==> config.mk <==
export PLATFORM = sky130hd
export DESIGN_NAME = windowed_moving_average
export DESIGN_NICKNAME = d
export VERILOG_FILES = /design/src/hdl/wma_pkg.sv /design/src/hdl/wma_div.sv /design/src/hdl/windowed_moving_average.sv
export VERILOG_INCLUDE_DIRS = /design/src /design/src/hdl
export SDC_FILE = /design/constraint.sdc
export NUM_CORES = 1
export LEC_CHECK = 0
export BUFFER_PORTS_ARGS = -buffer_cell sky130_fd_sc_hd__clkbuf_2
export CAP_MARGIN = 5
export CORE_MARGIN = 10
export CORE_UTILIZATION = 45
export CTS_BUF_LIST = sky130_fd_sc_hd__clkbuf_4
export DETAILED_ROUTE_END_ITERATION = 16
export PLACE_DENSITY = 0.72
export SETUP_SLACK_MARGIN = 0.2
export SYNTH_ARGS = -nofsm -noshare
export SYNTH_HDL_FRONTEND = slang
export SYNTH_SLANG_ARGS = --single-unit
==> constraint.sdc <==
create_clock -name clk_i -period 8.45 [get_ports clk_i]
set_clock_uncertainty 0.05 [all_clocks]
set_input_delay 1.2675 -clock clk_i [delete_from_list [all_inputs] [get_ports clk_i]]
set_output_delay 1.2675 -clock clk_i [all_outputs]
set_load 0.005 [all_outputs]
==> src/hdl/windowed_moving_average_macros.svh <==
// Assertion macros for the windowed moving average block.
// Included by the top level; define ASSERT_OFF to drop all checks.
`ifndef WINDOWED_MOVING_AVERAGE_MACROS_SVH
`define WINDOWED_MOVING_AVERAGE_MACROS_SVH

`ifndef ASSERT_OFF

// Antecedent holds, consequent holds in the same cycle.
`define WMA_ASSERT_NOW(label, clk, rstn, ante, cons) \
  label: assert property (@(posedge clk) disable iff (!rstn) (ante) |-> (cons)) \
    else $error("windowed_moving_average: check failed");

// Antecedent holds, consequent holds in the next cycle.
`define WMA_ASSERT_NEXT(label, clk, rstn, ante, cons) \
  label: assert property (@(posedge clk) disable iff (!rstn) (ante) |=> (cons)) \
    else $error("windowed_moving_average: check failed");

`else

`define WMA_ASSERT_NOW(label, clk, rstn, ante, cons)
`define WMA_ASSERT_NEXT(label, clk, rstn, ante, cons)

`endif

`endif

==> src/hdl/wma_pkg.sv <==
// Shared constants and types for the windowed moving average block.
// No dependencies.
`default_nettype none

package wma_pkg;

  localparam int SAMPLE_W  = 12;
  localparam int COND_W    = 14;
  localparam int MEAN_W    = 18;
  localparam int FRAC_W    = 4;
  localparam int CFG_IDX_W = 2;

  localparam logic [CFG_IDX_W-1:0] CFG_DOUBLE = 2'd0;
  localparam logic [CFG_IDX_W-1:0] CFG_OFFSET = 2'd1;

  typedef enum logic [4:0] {
    ST_IDLE  = 5'b00001,
    ST_UPD   = 5'b00010,
    ST_START = 5'b00100,
    ST_DIV   = 5'b01000,
    ST_OUT   = 5'b10000
  } state_e;

endpackage

`default_nettype wire

==> src/hdl/wma_div.sv <==
// Iterative restoring divider, one quotient bit per cycle, signed dividend
// truncated toward zero by a nonzero unsigned divisor. No dependencies.
`default_nettype none

module wma_div #(
  parameter int NUM_W = 22,
  parameter int DEN_W = 4
) (
  input  logic                    clk_i,
  input  logic                    rst_ni,
  input  logic                    start_i,
  input  logic signed [NUM_W-1:0] dividend_i,
  input  logic        [DEN_W-1:0] divisor_i,
  output logic                    done_o,
  output logic signed [NUM_W-1:0] quotient_o
);

  localparam int STEP_W = $clog2(NUM_W + 1);

  logic              busy_q;
  logic              done_q;
  logic [STEP_W-1:0] step_q;
  logic              neg_q;
  logic [NUM_W-1:0]  quo_q;
  logic [DEN_W-1:0]  rem_q;

  logic [DEN_W:0]    rem_sh;
  logic [DEN_W+1:0]  diff;
  logic              fit;
  logic [NUM_W-1:0]  mag;

  assign rem_sh = {rem_q, quo_q[NUM_W-1]};
  assign diff   = {1'b0, rem_sh} - {2'b00, divisor_i};
  assign fit    = ~diff[DEN_W+1];
  assign mag    = dividend_i[NUM_W-1] ? NUM_W'(-dividend_i) : NUM_W'(dividend_i);

  always_ff @(posedge clk_i or negedge rst_ni) begin
    if (!rst_ni) begin
      busy_q <= 1'b0;
      done_q <= 1'b0;
      step_q <= '0;
    end else begin
      done_q <= 1'b0;
      if (start_i) begin
        busy_q <= 1'b1;
        step_q <= STEP_W'(NUM_W);
      end else if (busy_q) begin
        step_q <= step_q - STEP_W'(1);
        if (step_q == STEP_W'(1)) begin
          busy_q <= 1'b0;
          done_q <= 1'b1;
        end
      end
    end
  end

  always_ff @(posedge clk_i) begin
    if (start_i) begin
      neg_q <= dividend_i[NUM_W-1];
      quo_q <= mag;
      rem_q <= '0;
    end else if (busy_q) begin
      quo_q <= {quo_q[NUM_W-2:0], fit};
      rem_q <= fit ? diff[DEN_W-1:0] : rem_sh[DEN_W-1:0];
    end
  end

  assign done_o     = done_q;
  assign quotient_o = neg_q ? -$signed(quo_q) : $signed(quo_q);

endmodule

`default_nettype wire

==> src/hdl/windowed_moving_average.sv <==
// Windowed moving average top level: sample conditioning, ring store,
// running total and output register. Uses wma_pkg and wma_div.
`default_nettype none
`include "windowed_moving_average_macros.svh"

// Each sample item is optionally doubled, reduced by offset_mv and written
// over the oldest of WINDOW ring entries; the result item is the mean of the
// filled entries times 16, truncated toward zero. From acceptance, one item
// updates the total, starts the divider, runs the divider at one quotient
// bit per cycle, waits for the divider's done flag and then loads the
// result; the ring is read in the accepting cycle. The next item can be
// taken in the cycle after the result is loaded; a stalled result still in
// the output register delays that load. in_stall_o stays high meanwhile. A
// result may wait in the output register while the next item is accepted.
// No clearing pass after reset: entries not yet written read as zero via
// the fill count. Configuration writes are always taken.
module windowed_moving_average
  import wma_pkg::*;
#(
  parameter int WINDOW = 10
) (
  input  logic                        clk_i,
  input  logic                        rst_ni,
  input  logic                        cfg_valid_i,
  output logic                        cfg_ready_o,
  input  logic        [CFG_IDX_W-1:0] cfg_index_i,
  input  logic        [SAMPLE_W-1:0]  cfg_data_i,
  input  logic                        in_valid_i,
  output logic                        in_stall_o,
  input  logic        [SAMPLE_W-1:0]  sample_mv_i,
  output logic                        out_valid_o,
  input  logic                        out_stall_i,
  output logic signed [MEAN_W-1:0]    mean_q4_o
);

  localparam int SLOT_W  = (WINDOW > 1) ? $clog2(WINDOW) : 1;
  localparam int CNT_W   = $clog2(WINDOW + 1);
  localparam int TOTAL_W = COND_W + $clog2(WINDOW);
  localparam int NUM_W   = TOTAL_W + FRAC_W;

  state_e state_q, state_d;

  logic                      double_q;
  logic [SAMPLE_W-1:0]       offset_q;
  logic [SLOT_W-1:0]         slot_q;
  logic [CNT_W-1:0]          count_q;
  logic signed [TOTAL_W-1:0] total_q;
  logic signed [COND_W-1:0]  cond_q;
  logic signed [COND_W-1:0]  old_q;
  logic signed [COND_W-1:0]  ring_q [WINDOW];
  logic                      out_valid_q;
  logic signed [MEAN_W-1:0]  mean_q;

  logic                      in_take;
  logic                      full;
  logic [SAMPLE_W:0]         scaled;
  logic signed [COND_W-1:0]  cond;
  logic signed [COND_W-1:0]  old_val;
  logic                      out_free;
  logic                      div_start;
  logic                      div_done;
  logic signed [NUM_W-1:0]   quotient;

  assign cfg_ready_o = 1'b1;
  assign in_stall_o  = (state_q != ST_IDLE);
  assign in_take     = in_valid_i && !in_stall_o;
  assign full        = (count_q == CNT_W'(WINDOW));
  assign scaled      = double_q ? {sample_mv_i, 1'b0} : {1'b0, sample_mv_i};
  assign cond        = $signed({1'b0, scaled}) - $signed({2'b00, offset_q});
  assign old_val     = full ? old_q : '0;
  assign out_free    = !out_valid_q || !out_stall_i;
  assign div_start   = (state_q == ST_START);

  always_comb begin
    state_d = state_q;
    case (state_q)
      ST_IDLE:  if (in_take) state_d = ST_UPD;
      ST_UPD:   state_d = ST_START;
      ST_START: state_d = ST_DIV;
      ST_DIV:   if (div_done) state_d = ST_OUT;
      ST_OUT:   if (out_free) state_d = ST_IDLE;
      default:  state_d = ST_IDLE;
    endcase
  end

  always_ff @(posedge clk_i or negedge rst_ni) begin
    if (!rst_ni) begin
      state_q     <= ST_IDLE;
      double_q    <= 1'b1;
      offset_q    <= '0;
      slot_q      <= '0;
      count_q     <= '0;
      total_q     <= '0;
      out_valid_q <= 1'b0;
    end else begin
      state_q <= state_d;
      if (cfg_valid_i && cfg_ready_o) begin
        case (cfg_index_i)
          CFG_DOUBLE: double_q <= cfg_data_i[0];
          CFG_OFFSET: offset_q <= cfg_data_i;
          default:    ;
        endcase
      end
      if (state_q == ST_UPD) begin
        total_q <= total_q - TOTAL_W'(old_val) + TOTAL_W'(cond_q);
        slot_q  <= (slot_q == SLOT_W'(WINDOW - 1)) ? '0 : slot_q + SLOT_W'(1);
        if (!full) begin
          count_q <= count_q + CNT_W'(1);
        end
      end
      if (state_q == ST_OUT && out_free) begin
        out_valid_q <= 1'b1;
      end else if (!out_stall_i) begin
        out_valid_q <= 1'b0;
      end
    end
  end

  always_ff @(posedge clk_i) begin
    if (in_take) begin
      cond_q <= cond;
    end
    if (state_q == ST_OUT && out_free) begin
      mean_q <= quotient[MEAN_W-1:0];
    end
  end

  always_ff @(posedge clk_i) begin
    if (state_q == ST_UPD) begin
      ring_q[slot_q] <= cond_q;
    end
    old_q <= ring_q[slot_q];
  end

  wma_div #(
    .NUM_W(NUM_W),
    .DEN_W(CNT_W)
  ) u_div (
    .clk_i      (clk_i),
    .rst_ni     (rst_ni),
    .start_i    (div_start),
    .dividend_i ({total_q, {FRAC_W{1'b0}}}),
    .divisor_i  (count_q),
    .done_o     (div_done),
    .quotient_o (quotient)
  );

  assign out_valid_o = out_valid_q;
  assign mean_q4_o   = mean_q;

  `WMA_ASSERT_NOW(a_slot_tracks_fill, clk_i, rst_ni, !full, CNT_W'(slot_q) == count_q)
  `WMA_ASSERT_NOW(a_count_bound, clk_i, rst_ni, 1'b1, count_q <= CNT_W'(WINDOW))
  `WMA_ASSERT_NOW(a_done_in_div, clk_i, rst_ni, div_done, state_q == ST_DIV)
  `WMA_ASSERT_NEXT(a_upd_fills, clk_i, rst_ni, state_q == ST_UPD, count_q != '0)

endmodule

`default_nettype wire
==> metrics.txt <==
Synth Flop Type=edfxtp_1; critical path arrival=4.42 ns; final WL=22.7 mm; clock latency on the worst-skew pair=0.68 ns; number of synthesized flops with an enable pin=195; total I/O pin count=52; Max Clk Rate=0.256 GHz; drt pass-1 iters=4; Critical Path Start Type=flip-flop; synth unique cells=75; synth top area cells=edfxtp_1 46%, dfrtp_1 9.7%, mux4_2 5.1%; # DRC=0; root buffer cell=clkbuf_4; syn_nets=1071; largest net degree at the start of global routing=53; CTS tree=built; status=finished, final reports clean; Lkg Pwr=between 0.005 and 0.006 uW; Pins Over Slew Limit=0; initial antenna violation count=1; RSZ-0062 raised after global routing=false; peak supply drop=0.000155 V; Initial Utilization=45.9%; Synth Instances=981; fin crit share=46.2%; minimum clock period=between 3 and 4 ns; sequential share of power=39.1%; # fillers=2410; total number of vias=7675; post-synthesis sequential area ratio=58.6%; # rows=61; PD cells=between 300 and 400 nW/um2; # port buffers=50; fraction of registers with async set/reset=19.6%; DP Worst Slack=4.52 ns; Fin Setup TNS=0 ns; Placer Congestion=0.860; Fin. Hold Viols=0; Nets=1175; layout cells sized above 1=23.2%; Crit. End Element=flip-flop; Yosys top cell area share=45.6%; Max Cap Viol=0; Setup Buffers After CTS=0; chip height=189 um; sw frac=36.6%; Post-DRT Antenna Nets=0; area of the mapped netlist=12800 um2; Synth area leader=edfxtp_1; most common cell after layout, fill and taps aside=edfxtp_1; CTS Hold Buffers Added=0; Num Clock Sinks=265; Cell Count, Final, Fillers Out=roughly 1500; drt via density=5.05; Worst Slack Setup Final=4.54 ns; WS Path Type=reg2reg; net switching power=1940 uW; most frequent cells in the layout=195 x edfxtp_1, 109 x clkbuf_4, 92 x inv_1; GRT overflow=0; Avg WL per Cell=14.9 um; worst endpoint required time=8.96 ns; GRT Util Overall=between 10% and 20%; Internal Power=3360 uW; worst rel slew slack=24.2%; Inst Count DP=1390; Clk pwr share=between 20% and 30%; YS warnings=0; Die W=189 um; H-tree levels=3; Resized cells post-CTS=0; global-route wire length before repair=39.2 mm; Slew @ Worst Pin=1.13 ns; vias in the first global route=8184; Core ar.=27900 um2; clock slew at reported path FFs=0.06 ns; HPWL Detailed=16.0 mm; Worst Hold Class=reg2reg; area grow syn2layout=12.8%; CP max FO=15; CTS buffer count=71; Clock Tree Buf Depth=3; 1st-iter DRT viols=349; number of synthesized register bits=265; sequential cell area=~7500 um2; Die Area=roughly 36000 um2; Final setup viols=0; syn avg cell area=13.1 um2; Comb power frac=39.3%; Multi-input gate area=4820 um2; Reg2Reg Setup Slack=4.54 ns
==> synthesized netlist by cell type (21+ instances only) <==
master / number
nor2b_1: 24
clkbuf_1: 23
inv_1: 92
ha_1: 40
dfrtp_1: 50
a21oi_1: 37
edfxtp_1: 195
nand2_1: 73
xnor2_1: 55
mux2i_1: 21
o21ai_0: 51
nor2_1: 41
mux4_2: 29
mux2_2: 23
==> per-stage QoR <==
stage	instance area [um2]	util [%]	power [uW]	hold slack (ns)
floorplan	12800	-	3700	0.400
global placement	13500	48.5	4110	0.413
detailed placement	13500	48.5	4190	0.428
CTS	14500	51.8	5360	0.443
global route	14500	51.8	5750	0.465
finish	14500	51.8	5290	0.439
==> registers in the layout, summed over array words and instances, names as in the netlist <==
signal and flops:
ring_q 140, u_div.quo_q 22, mean_q4_o 18, total_q 18, cond_q 14, old_q 14, offset_q 12, state_q 5
u_div.step_q 5, count_q 4, slot_q 4, u_div.rem_q 4, double_q 1, out_valid_o 1, u_div.busy_q 1, u_div.done_o 1
u_div.neg_q 1
==> per-layer routing <==
metal / vias to the layer above / track usage, % / wire length (um)
met5: - / 0 / 0
met4: 0 / 5.68 / 472
met3: 41 / 3.49 / 1170
met2: 163 / 22.2 / 11200
met1: 3680 / 15.5 / 9910
li1: 3791 / - / -
==> cells by family after synthesis <==
kind of cell	Yosys count	synth area share (%)
flip-flops	265	58.6
AND/OR/NAND/NOR	226	9.13
AO/OA/AOI/OAI	161	7.98
buffers and inverters	129	4.03
multiplexers	73	8.74
XOR/XNOR	67	4.63
adder cells (fa/ha/maj)	59	6.86
other	1	0.0292
==> worst paths after layout <==
check,start,end,cells after the start
setup reg to reg,count_q[0]$_DFFE_PN0P_,total_q[17]$_DFFE_PN0P_,14
hold reg to reg,total_q[6]$_DFFE_PN0P_,total_q[6]$_DFFE_PN0P_,2
min in group asynchronous,rst_ni,u_div.step_q[3]$_DFFE_PN0P_,2
max in group asynchronous,rst_ni,slot_q[0]$_DFFE_PN0P_,2
hold / removal,total_q[6]$_DFFE_PN0P_,total_q[6]$_DFFE_PN0P_,2
setup / recovery,count_q[0]$_DFFE_PN0P_,total_q[17]$_DFFE_PN0P_,14
==> worst max-delay path, cell delays in order (launching register included) <==
cell and delay (ns):
dfrtp_1 0.40, inv_1 0.09, ha_1 0.19, and3_4 0.22, and2_1 0.18, fa_1 0.53
inv_1 0.06, ha_1 0.27, a21o_1 0.13, a41o_1 0.25, nor4_4 0.06, or4b_4 0.54
o21ai_2 0.15, mux4_2 0.30, a2111o_1 0.39
==> power by group through the flow <==
stage / registers (uW) / logic [uW] / clock network [uW]
CTS: 2080 / 2100 / 1180
global placement: 2090 / 2030 / 0
floorplan: 1960 / 1740 / 0
detailed placement: 2100 / 2090 / 0
global route: 2130 / 2360 / 1260
finish: 2070 / 2080 / 1140
==> layout make-up <==
| class | instances | share of cell area [%] |
|---|---|---|
| multi-input combinational | 587 | 33.3 |
| clock inverter | 21 | 0.830 |
| inverter | 95 | 2.46 |
| sequential | 265 | 51.9 |
| clock buffer | 109 | 5.65 |
| antenna | 1 | 0.0173 |
| tap | 378 | 3.27 |
| timing repair buffer | 65 | 2.51 |
Note: power is estimated with default switching activity, not from simulation.
